[config.mk]
export PLATFORM = sky130hd
export DESIGN_NAME = piecewise_linear_map_top
export DESIGN_NICKNAME = d
export VERILOG_FILES = /design/src/pwlm_pkg.sv /design/src/pwlm_muldiv.sv /design/src/piecewise_linear_map_top.sv
export SDC_FILE = /design/constraint.sdc
export NUM_CORES = 2
export LEC_CHECK = 0
export BUFFER_PORTS_ARGS = -buffer_cell sky130_fd_sc_hd__buf_2
export CORE_MARGIN = 4
export CORE_UTILIZATION = 48
export DETAILED_ROUTE_END_ITERATION = 10
export HOLD_SLACK_MARGIN = 0.12
export PLACE_DENSITY = 0.71
export SLEW_MARGIN = 5
export SYNTH_ARGS = -nofsm -noshare
export SYNTH_HDL_FRONTEND = slang
export SYNTH_SLANG_ARGS = --single-unit
[constraint.sdc]
create_clock -name clk_i -period 8.85 [get_ports clk_i]
set_input_delay 1.77 -clock clk_i [delete_from_list [all_inputs] [get_ports clk_i]]
set_output_delay 1.77 -clock clk_i [all_outputs]
set_load 0.01 [all_outputs]
[src/pwlm_pkg.sv]
// Package for the piecewise linear map: field widths, stream packing offsets,
// controller and divider state types. No dependencies.
`default_nettype none

package pwlm_pkg;

  localparam int MAX_POINTS_DEF = 16;
  localparam int VAL_W          = 16;  // breakpoint coordinates, samples, results
  localparam int PIDX_W         = 4;   // point_index field
  localparam int CNT_W          = 5;   // point_count register
  localparam logic [CNT_W-1:0] CNT_RESET = 5'd10;

  // slave tdata layout, lowest bit first
  localparam int PIDX_LSB  = 0;
  localparam int PIN_LSB   = PIDX_LSB + PIDX_W;
  localparam int POUT_LSB  = PIN_LSB + VAL_W;
  localparam int SMP_LSB   = POUT_LSB + VAL_W;
  localparam int FIELDS_W  = SMP_LSB + VAL_W;
  localparam int S_TDATA_W = ((FIELDS_W + 7) / 8) * 8;

  localparam logic OP_LOAD    = 1'b0;
  localparam logic OP_CONVERT = 1'b1;

  // divider: one quotient bit per step
  localparam int DIV_STEPS = VAL_W;
  localparam int STEP_W    = $clog2(DIV_STEPS);

  typedef enum logic [3:0] {
    ST_IDLE,
    ST_RD0,
    ST_CHK0,
    ST_RDL,
    ST_CHKL,
    ST_RDP,
    ST_CHKP,
    ST_DIV,
    ST_RES
  } pwlm_state_e;

  typedef enum logic [1:0] {
    DV_IDLE,
    DV_MUL,
    DV_STEP,
    DV_DONE
  } pwlm_div_state_e;

endpackage

`default_nettype wire

[src/pwlm_muldiv.sv]
// Multiply-then-divide unit: floor(dx * mag / den) with dx < den.
// A multiply step, then one restoring quotient bit per cycle. Uses pwlm_pkg.
`default_nettype none

module pwlm_muldiv
  import pwlm_pkg::*;
(
  input  wire logic             clk_i,
  input  wire logic             rst_ni,
  input  wire logic             start_i,
  input  wire logic [VAL_W-1:0] dx_i,
  input  wire logic [VAL_W-1:0] mag_i,
  input  wire logic [VAL_W-1:0] den_i,
  output logic                  done_o,
  output logic [VAL_W-1:0]      quot_o
);

  pwlm_div_state_e state_q, state_d;

  logic [VAL_W-1:0]   a_q, b_q, den_q;
  logic [VAL_W-1:0]   rem_q, rem_d;
  logic [VAL_W-1:0]   lo_q, lo_d;
  logic [STEP_W-1:0]  cnt_q, cnt_d;
  logic [2*VAL_W-1:0] prod;
  logic [VAL_W:0]     trial;
  logic [VAL_W:0]     diff;
  logic               ge;
  logic               last_step;

  assign last_step = (cnt_q == STEP_W'(DIV_STEPS - 1));

  // next state
  always_comb begin
    state_d = state_q;
    unique case (state_q)
      DV_IDLE: if (start_i) state_d = DV_MUL;
      DV_MUL:  state_d = DV_STEP;
      DV_STEP: if (last_step) state_d = DV_DONE;
      DV_DONE: state_d = DV_IDLE;
      default: state_d = DV_IDLE;
    endcase
  end

  // datapath; since dx < den the high product half is already below den
  always_comb begin
    prod  = a_q * b_q;
    trial = {rem_q, lo_q[VAL_W-1]};
    diff  = trial - {1'b0, den_q};
    ge    = (trial >= {1'b0, den_q});
    rem_d = rem_q;
    lo_d  = lo_q;
    cnt_d = cnt_q;
    unique case (state_q)
      DV_MUL: begin
        rem_d = prod[2*VAL_W-1:VAL_W];
        lo_d  = prod[VAL_W-1:0];
        cnt_d = '0;
      end
      DV_STEP: begin
        rem_d = ge ? diff[VAL_W-1:0] : trial[VAL_W-1:0];
        lo_d  = {lo_q[VAL_W-2:0], ge};
        cnt_d = cnt_q + STEP_W'(1);
      end
      default: ;
    endcase
  end

  always_comb begin
    done_o = (state_q == DV_DONE);
    quot_o = lo_q;
  end

  always_ff @(posedge clk_i or negedge rst_ni) begin
    if (!rst_ni) begin
      state_q <= DV_IDLE;
    end else begin
      state_q <= state_d;
    end
  end

  always_ff @(posedge clk_i) begin
    if (state_q == DV_IDLE && start_i) begin
      a_q   <= dx_i;
      b_q   <= mag_i;
      den_q <= den_i;
    end
    rem_q <= rem_d;
    lo_q  <= lo_d;
    cnt_q <= cnt_d;
  end

endmodule

`default_nettype wire

[src/piecewise_linear_map_top.sv]
// Piecewise linear map, top level: breakpoint table, search sequencer, output
// register. Uses pwlm_pkg and pwlm_muldiv.
//
// A load request (tuser = 0) writes one (input, output) breakpoint pair into
// the table slot point_index and gives no result; slots at or beyond
// MAX_POINTS are ignored. A convert request (tuser = 1) maps sample through
// the first N = point_count breakpoints (N held to 2..MAX_POINTS): clamps
// below the first and above the last breakpoint, returns the output of an
// exact hit, and otherwise interpolates the segment with truncating
// division. The input side is busy for the whole convert: the single-port
// table is read one entry at a time (first, last, then a forward scan), and
// the multiply/divide unit then gives one quotient bit per step. A clamped
// sample returns after the first or last read; the worst case scans the
// whole table and then divides. A finished result sits in an output register
// so the next request is taken while it waits. Table contents are undefined
// until written; point_count resets to 10. point_count is to be written on
// the cfg channel only while the block is idle; the block does not enforce it.
`default_nettype none

module piecewise_linear_map_top
  import pwlm_pkg::*;
#(
  parameter int MAX_POINTS = MAX_POINTS_DEF
) (
  input  wire logic                 clk_i,
  input  wire logic                 rst_ni,
  // request stream
  input  wire logic                 s_axis_tvalid_i,
  output logic                      s_axis_tready_o,
  // tdata: point_index[3:0], point_in[19:4], point_out[35:20], sample[51:36], zero pad
  input  wire logic [S_TDATA_W-1:0] s_axis_tdata_i,
  // tuser: op (0 load, 1 convert)
  input  wire logic                 s_axis_tuser_i,
  // result stream
  output logic                      m_axis_tvalid_o,
  input  wire logic                 m_axis_tready_i,
  // tdata: mapped_value[15:0]
  output logic [VAL_W-1:0]          m_axis_tdata_o,
  // point_count register write
  input  wire logic                 cfg_valid_i,
  output logic                      cfg_ready_o,
  input  wire logic [CNT_W-1:0]     cfg_data_i
);

  localparam int IDX_W = (MAX_POINTS > 1) ? $clog2(MAX_POINTS) : 1;
  localparam logic [7:0] MAX8 = 8'(MAX_POINTS);

  // ---------------------------------------------------------------- fields
  logic [PIDX_W-1:0] f_pidx;
  logic [VAL_W-1:0]  f_pin, f_pout, f_smp;

  assign f_pidx = s_axis_tdata_i[PIDX_LSB +: PIDX_W];
  assign f_pin  = s_axis_tdata_i[PIN_LSB  +: VAL_W];
  assign f_pout = s_axis_tdata_i[POUT_LSB +: VAL_W];
  assign f_smp  = s_axis_tdata_i[SMP_LSB  +: VAL_W];

  // ---------------------------------------------------------------- state
  pwlm_state_e state_q, state_d;

  logic [CNT_W-1:0] count_q;
  logic [VAL_W-1:0] sample_q, sample_d;
  logic [IDX_W-1:0] last_q, last_d;
  logic [IDX_W-1:0] idx_q, idx_d;
  logic [VAL_W-1:0] x0_q, x0_d, y0_q, y0_d;
  logic [VAL_W-1:0] res_q, res_d;
  logic             down_q, down_d;
  logic             out_valid_q, out_valid_d;
  logic [VAL_W-1:0] out_data_q;

  logic req_acc, req_conv, req_load;
  assign s_axis_tready_o = (state_q == ST_IDLE);
  assign req_acc  = s_axis_tvalid_i && s_axis_tready_o;
  assign req_conv = req_acc && (s_axis_tuser_i == OP_CONVERT);
  assign req_load = req_acc && (s_axis_tuser_i == OP_LOAD);

  // used point count, held to 2..MAX_POINTS, as index of the last breakpoint
  logic [7:0] cnt8, n8, last8;
  always_comb begin
    cnt8 = {{(8-CNT_W){1'b0}}, count_q};
    if (cnt8 < 8'd2) begin
      n8 = 8'd2;
    end else if (cnt8 > MAX8) begin
      n8 = MAX8;
    end else begin
      n8 = cnt8;
    end
    last8 = n8 - 8'd1;
  end

  // ---------------------------------------------------------------- table
  // entry = {input coordinate, output value}
  logic [2*VAL_W-1:0] mem [MAX_POINTS];
  logic [2*VAL_W-1:0] rdata_q;
  logic               wr_en;
  logic [IDX_W-1:0]   wr_addr;

  assign wr_en   = req_load && ({{(8-PIDX_W){1'b0}}, f_pidx} < MAX8);
  assign wr_addr = IDX_W'(f_pidx);

  always_ff @(posedge clk_i) begin
    if (wr_en) begin
      mem[wr_addr] <= {f_pin, f_pout};
    end
    rdata_q <= mem[idx_q];
  end

  logic [VAL_W-1:0] rd_x, rd_y;
  assign rd_x = rdata_q[2*VAL_W-1:VAL_W];
  assign rd_y = rdata_q[VAL_W-1:0];

  // ---------------------------------------------------------------- divider
  logic             div_start, div_done;
  logic [VAL_W-1:0] div_dx, div_mag, div_den, div_quot;

  assign div_dx  = sample_q - x0_q;
  assign div_den = rd_x - x0_q;
  assign div_mag = (rd_y < y0_q) ? (y0_q - rd_y) : (rd_y - y0_q);

  pwlm_muldiv u_muldiv (
    .clk_i   (clk_i),
    .rst_ni  (rst_ni),
    .start_i (div_start),
    .dx_i    (div_dx),
    .mag_i   (div_mag),
    .den_i   (div_den),
    .done_o  (div_done),
    .quot_o  (div_quot)
  );

  // ---------------------------------------------------------------- sequencer
  logic scan_stop, hit, res_load;
  assign scan_stop = (idx_q == last_q) || (sample_q <= rd_x);
  assign hit       = (sample_q == rd_x);
  assign res_load  = !out_valid_q || m_axis_tready_i;

  // next state
  always_comb begin
    state_d = state_q;
    unique case (state_q)
      ST_IDLE: if (req_conv) state_d = ST_RD0;
      ST_RD0:  state_d = ST_CHK0;
      ST_CHK0: state_d = (sample_q <= rd_x) ? ST_RES : ST_RDL;
      ST_RDL:  state_d = ST_CHKL;
      ST_CHKL: state_d = (sample_q >= rd_x) ? ST_RES : ST_RDP;
      ST_RDP:  state_d = ST_CHKP;
      ST_CHKP: begin
        if (!scan_stop) begin
          state_d = ST_RDP;
        end else if (hit) begin
          state_d = ST_RES;
        end else begin
          state_d = ST_DIV;
        end
      end
      ST_DIV:  if (div_done) state_d = ST_RES;
      ST_RES:  if (res_load) state_d = ST_IDLE;
      default: state_d = ST_IDLE;
    endcase
  end

  // datapath and controls
  always_comb begin
    sample_d  = sample_q;
    last_d    = last_q;
    idx_d     = idx_q;
    x0_d      = x0_q;
    y0_d      = y0_q;
    res_d     = res_q;
    down_d    = down_q;
    div_start = 1'b0;
    unique case (state_q)
      ST_IDLE: begin
        if (req_conv) begin
          sample_d = f_smp;
          last_d   = last8[IDX_W-1:0];
          idx_d    = '0;
        end
      end
      ST_CHK0: begin
        x0_d  = rd_x;
        y0_d  = rd_y;
        res_d = rd_y;
        idx_d = last_q;
      end
      ST_CHKL: begin
        res_d = rd_y;
        idx_d = IDX_W'(1);
      end
      ST_CHKP: begin
        res_d = rd_y;
        if (!scan_stop) begin
          x0_d  = rd_x;
          y0_d  = rd_y;
          idx_d = idx_q + IDX_W'(1);
        end else if (!hit) begin
          div_start = 1'b1;
          down_d    = (rd_y < y0_q);
        end
      end
      ST_DIV: begin
        res_d = down_q ? (y0_q - div_quot) : (y0_q + div_quot);
      end
      default: ;
    endcase
  end

  // output register
  always_comb begin
    out_valid_d = out_valid_q;
    if (state_q == ST_RES && res_load) begin
      out_valid_d = 1'b1;
    end else if (m_axis_tready_i) begin
      out_valid_d = 1'b0;
    end
  end

  assign m_axis_tvalid_o = out_valid_q;
  assign m_axis_tdata_o  = out_data_q;
  assign cfg_ready_o     = 1'b1;

  always_ff @(posedge clk_i or negedge rst_ni) begin
    if (!rst_ni) begin
      state_q     <= ST_IDLE;
      out_valid_q <= 1'b0;
      count_q     <= CNT_RESET;
      idx_q       <= '0;
    end else begin
      state_q     <= state_d;
      out_valid_q <= out_valid_d;
      idx_q       <= idx_d;
      if (cfg_valid_i) begin
        count_q <= cfg_data_i;
      end
    end
  end

  always_ff @(posedge clk_i) begin
    sample_q <= sample_d;
    last_q   <= last_d;
    x0_q     <= x0_d;
    y0_q     <= y0_d;
    res_q    <= res_d;
    down_q   <= down_d;
    if (state_q == ST_RES && res_load) begin
      out_data_q <= res_q;
    end
  end

endmodule

`default_nettype wire

# [Yosys cells after proc, flatten, opt, wreduce, memory -nomap -nowiden]
# Memory sizes are Yosys's and may differ from the RTL's. A register that Yosys moved wholly into a read port is not among the register bits.
# Cells that the tools add are included.
[word_totals] register_bits=185 latchBits=0 ramBits=512 mem_bits_ro=0 in_bits=67 wordCells=114 mem_count=1
[classes] add_sub_neg=10 mul=1 div_mod_pow=0 order_cmp=6 eq_ne=20 shift=0 n_mux=34 bitwise_logic=2 n_reduce_logical=22
[memory_table] name="mem" words=16 word_bits=32 rd=1 rd_clocked_by_memory_dff=1 write_ports=1 line_no="piecewise_linear_map_top.sv:92" rtl="logic [2*VAL_W-1:0] mem [MAX_POINTS];"
[ops] operator="16-bit one-hot mux with 2 select lines" count=5
[ops] operator="16-bit subtractor" count=6
[ops] operator="16-bit two-way mux" count=5
[ops] operator="4-bit two-way mux" count=11
[ops] operator="4-bit one-hot mux with 9 select lines" count=1
[ops] operator="16-bit by 16-bit multiplier with 32-bit output" count=1
[ops] operator="17-bit by 16-bit >= comparator with 1-bit output" count=1
[ops] operator="16-bit adder" count=1
[ops] operator="16-bit equality test" count=1
[ops] operator="4-bit by 3-bit equality test with 1-bit output, second input constant" count=4
[ops] operator="16-bit >= comparator" count=1
[ops] operator="16-bit <= comparator" count=1
[ops] operator="16-bit < comparator" count=1
[ops] operator="4-bit one-hot mux with 4 select lines" count=1
[ops] operator="3-bit AND reduction" count=3
[ops] operator="4-bit by 1-bit adder with 4-bit output, second input constant" count=2
[ops] operator="4-bit by 2-bit equality test with 1-bit output, second input constant" count=2
[ops] operator="4-bit equality test, second input constant" count=2
[ops] operator="2-bit one-hot mux with 4 select lines" count=1
[ops] operator="4-bit one-hot mux with 2 select lines" count=1
[ops] operator="2-bit nonzero test" count=4
[ops] operator="1-bit two-way mux" count=7
[ops] operator="2-bit by 1-bit inequality test with 1-bit output, second input constant" count=3
[ops] operator="2-bit inequality test, second input constant" count=3
[ops] operator="17 further kinds" count=27

# [Depth between registers and ports, before layout]
[logic_depth] ltp_word=6 depth_mapped=24 depth_no_buf=22

# [Cells and area by module]
# From an unflattened synthesis, not the netlist that was laid out.
[unflattened] hier_cells=2873 hier_area_um2=40188.5
[modules_own_cells] module="piecewise_linear_map_top" instances=1 cells_each=1566 area_per_inst_um2=27610.2 seq_area_each_um2=18920.6
[modules_own_cells] module="pwlm_muldiv" instances=1 cells_each=1307 area_per_inst_um2=12578.3 seq_area_each_um2=2572.5

# [Least setup slack after synthesis]
# Ideal clock, no wire load.
[synth_path] kind="register to register" startpoint="register u_muldiv.b_q[1]" endpoint="register u_muldiv.rem_q[15] (data pin)" setup_ps=256 t_arrival_ps=5740 required_ps=8594 setup_slack_ps=2854 path_stages_with_launch=22 path_buffers=2 period_less_slack_ps=5996 path_cell_list="edfxtp_1 -> clkbuf_1 -> nand2_1 -> fa_1 -> fa_1 -> inv_1 -> fa_1 -> fa_1 -> fa_1 -> inv_1 -> fa_1 -> inv_1 -> ha_1 -> buf_2 -> nand3_1 -> nor2_1 -> o2111ai_1 -> a41oi_2 -> o41a_4 -> a31oi_4 -> or4_1 -> and4_1"
[synth_via] elab_chain_len=2
[synth_lines] item="start, declared" line_no="pwlm_muldiv.sv:20" rtl="logic [VAL_W-1:0] a_q, b_q, den_q;"
[synth_lines] item="start signal, assigned" line_no="pwlm_muldiv.sv:84" rtl="b_q <= mag_i;"
[synth_lines] item="16-bit by 16-bit multiplier with 32-bit output" line_no="pwlm_muldiv.sv:46" rtl="prod = a_q * b_q;"
[synth_lines] item="16-bit one-hot mux with 2 select lines" line_no="pwlm_muldiv.sv:53" rtl="unique case (state_q)"
[synth_lines] item="via u_muldiv.rem_d[15]" line_no="pwlm_muldiv.sv:21" rtl="logic [VAL_W-1:0] rem_q, rem_d;"
[synth_lines] item="end signal, assigned" line_no="pwlm_muldiv.sv:87" rtl="rem_q <= rem_d;"
[synth_lines] item="end, declared" line_no="pwlm_muldiv.sv:21"
# The timed path passes the listed nets, and every way through them passes these cells.
# A chain may end at the register's enable or synchronous reset.

# [Worst setup path in the final report]
[layout_path] startpoint="register u_muldiv.a_q[10]" endpoint="register u_muldiv.rem_q[15] (data pin)"
[layout_via] elab_chain_len=2
[layout_lines] item="start, declared" line_no="pwlm_muldiv.sv:20"
[layout_lines] item="start signal, assigned" line_no="pwlm_muldiv.sv:83" rtl="a_q <= dx_i;"
[layout_lines] item="16-bit by 16-bit multiplier with 32-bit output" line_no="pwlm_muldiv.sv:46"
[layout_lines] item="16-bit one-hot mux with 2 select lines" line_no="pwlm_muldiv.sv:53"
[layout_lines] item="via u_muldiv.rem_d[15]" line_no="pwlm_muldiv.sv:21"
# The timed path passes the listed nets, and every way through them passes these cells.

==> out/qor.csv <==
metric,value,unit
outcome,finished clean,
Max Cap Viol,0,
Worst path max stage delay,810,ps
CP startpoint,u_muldiv.a_q[10],
net count reported at finish,3454,
first-pass GRT wire length,140000,um
post-cts sizing count,0,
post-synth net total,3377,
Die W,298,um
vias per std cell,5.68,
unrepaired setup endpoints after global routing,no,
M1 GR Usage,25.7,%
Period minus WS final,6780,ps
Worst-Skew Late Latency,610,ps
met2 track demand over resource,35.6,%
post-synthesis sequential area ratio,53.3,%
Synth Instances,2890,
fmax,148,MHz
depth of the worst register-to-register path,19,
Num CTS Buffers,68,
"Hold-fix buffers, CTS",0,
"EDFF count, synth",681,
"Max FO, Critical Path",16,
Arrival @ worst endpoint,7140,ps
CP Launch Type,register,
worst slew pin tran,1200,ps
number of I/O pins,86,
setup_tns,0,ps
H-tree Lvls,3,
Clock transition at path regs,70,ps
"Slowest-stage cell, CP",edfxtp_1,
Die Ht,298,um
post-detail-place hpwl,58200,um
Worst path depth,19,
Final period util,76.6,%
flop-to-flop setup slack,2070,ps
initial antenna violation count,4,
CORE AREA,83400,sq um
most frequent CP cell,fa_1,
Worst path top cell family by delay,adder cells,
total power draw,13.3,mW
prevailing post-synth register cell,edfxtp_1,
Routed Antenna Nets,0,
Clk Tree Root Cell,clkbuf_16,
"Setup violations, final",0,
relative slew slack,20.1,%
Residual DRC,0,
Final Hold Vio Count,0,
CP Cell Sequence,nand2_1 > fa_1 > fa_1 > inv_1 > fa_1 > fa_1 > fa_1 > inv_1 > fa_1 > inv_1 > ha_1 > nand4_1 > nor2_1 > o2111ai_1 > a41oi_2 > o41a_4 > a31oi_4 > or4_1 > and4_1,
WS Path Type,reg2reg,
Async SR Flop Fraction,2.19,%
number of global-route vias before repair,24609,
row count,106,
yosys warns,0,
Tightest Hold Check Type,reg2reg,
Detailed Route WL,87700,um
Area Overhead vs Synth,9.76,%
Worst setup endpoint,u_muldiv.rem_q[15],
TritonRoute pass-1 iters,7,
vias after detailed routing,23290,
GR Util All Layers,20.0,%
Longest Clk Path Bufs,3,
Port Buffers,80,
WL per Instance,21.4,um
reg2reg end,u_muldiv.rem_q[15],
"Cell Area, Synth",40300,sq um
share of layout cells above drive strength 1,14.3,%
reg2reg start,u_muldiv.a_q[10],
GR Util met3,2.18,%
leak pwr,16.8,nW
CTS tree,built,
Setup Skew,27.5,ps
Initial DRC Count,1738,
pin count of the biggest net entering global routing,70,
Starting Density,48.3,%
Yosys reg bits,729,
Crit. End Element,register,
busiest grt layer,met2,
RePlAce Congestion,0.911,
Syn Area/Cell,14.0,sq um
Max Slew Vio Count,0,
Power Dens Cells,301,nW/um^2
clk sink count,729,
"Req. time, crit path",9210,ps
count of cell types in the netlist,81,
Post-CTS Setup Repair Bufs,0,
crit path buf inv count,3,
total congestion overflow,0,
die footprint,88700,sq um
VDD IR max,0.202,mV
## area by class of cell
type / instances / area, sq um
Clock inverter: 30 / 299
Inverter: 331 / 1240
Clock buffer: 93 / 1950
Tap cell: 1080 / 1350
Sequential cell: 729 / 21500
Timing Repair Buffer: 108 / 611
Fill cell: 6509 / 39200
Multi-Input combinational cell: 1729 / 17300
Antenna cell: 2 / 5.00
## stage by stage
stage,utilization (%),std cells,hold slack [ps],area (sq um),worst slack (ps)
final,53.1,4102,419,44300,2070
after global routing,53.1,4100,427,44300,1750
after CTS,53.1,4100,421,44300,2120
after detailed placement,50.4,3977,405,42000,2110
after global placement,50.4,3977,407,42000,2210
after floorplan,-,2890,400,40300,2850
## cell families after synthesis
group	Yosys count	synth area share (%)
simple gates	662	8.00
fa+ha+maj	421	16.8
mux	199	9.94
compound gates	347	5.71
other cells	1	0.00930
xor+xnor	99	2.15
flops	729	53.3
buf+inv	432	4.12
## how the worst min path moves through the flow
| stage | from | endpoint | slack [ps] | cells after the start |
|---|---|---|---|---|
| 3_5_place_dp | res_q[0] | m_axis_tdata_o[0] | 400 | 0 |
| 6_report | res_q[1] | m_axis_tdata_o[1] | 420 | 0 |
| 4_1_cts | res_q[1] | m_axis_tdata_o[1] | 420 | 0 |
| 3_3_place_gp | res_q[13] | m_axis_tdata_o[13] | 410 | 0 |
| 5_1_grt | res_q[11] | m_axis_tdata_o[11] | 430 | 0 |
| 2_1_floorplan | res_q[0] | m_axis_tdata_o[0] | 400 | 0 |
## power by group
group	switching, mW	internal, mW
registers	0.382	4.40
clock network	1.25	1.68
logic	3.13	2.46
## cells in the mapped netlist (all sizes together), types with 9 or more instances
cell type  instances  area [sq um]
a31oi             14           118
or3               15          95.1
edfxtp           681         20400
o211ai            14           105
nand2b            17           106
o21ai             88           444
a21o              29           219
xor2              38           333
inv              331          1240
xnor2             61           534
dfxtp             32           641
nand4             13          81.3
o21a              22           165
mux2i             27           270
buf               30           153
a21oi             90           450
and3              12          75.1
nor2             115           432
o31ai             12          90.1
nand3             28           140
mux4             160          3600
ha               220          2750
and2             121           757
nor3              38           190
clkbuf            71           267
dfrtp             14           350
a211oi            10          80.1
nand2            240           901
mux2              12           135
fa               200          4000
nor4              10          68.8
a21boi             9          71.3
nor2b             28           175
## state kept, by name, indices dropped and copies added, names as in the netlist, 16 cells and up
name,flops
u_muldiv.b_q,16
rdata_q,32
m_axis_tdata_o,16
sample_q,16
u_muldiv.a_q,16
mem,512
res_q,16
u_muldiv.quot_o,16
x0_q,16
u_muldiv.rem_q,16
u_muldiv.den_q,16
y0_q,16
## per-layer routing
| layer | up-vias | part of all wire (%) |
|---|---|---|
| met4 | 2 | 2.9 |
| li1 | 10590 | - |
| met1 | 11767 | 40 |
| met5 | - | 0.0080 |
| met3 | 157 | 5.3 |
| met2 | 774 | 52 |
## cell usage in the layout, fill, tap and decap left out, types with 61 or more instances in the layout
cell       Yosys  final
ha_1         220    219
edfxtp_1     681    681
mux4_2       160    160
o21ai_0       86     86
xnor2_1       61     61
nand2_1      240    240
buf_2         17     80
clkbuf_16      0     72
and2_1       121    120
a21oi_1       90     90
nor2_1       115    102
fa_1         200    200
inv_1        331    331
No activity file was read; power rests on OpenSTA's default activity.
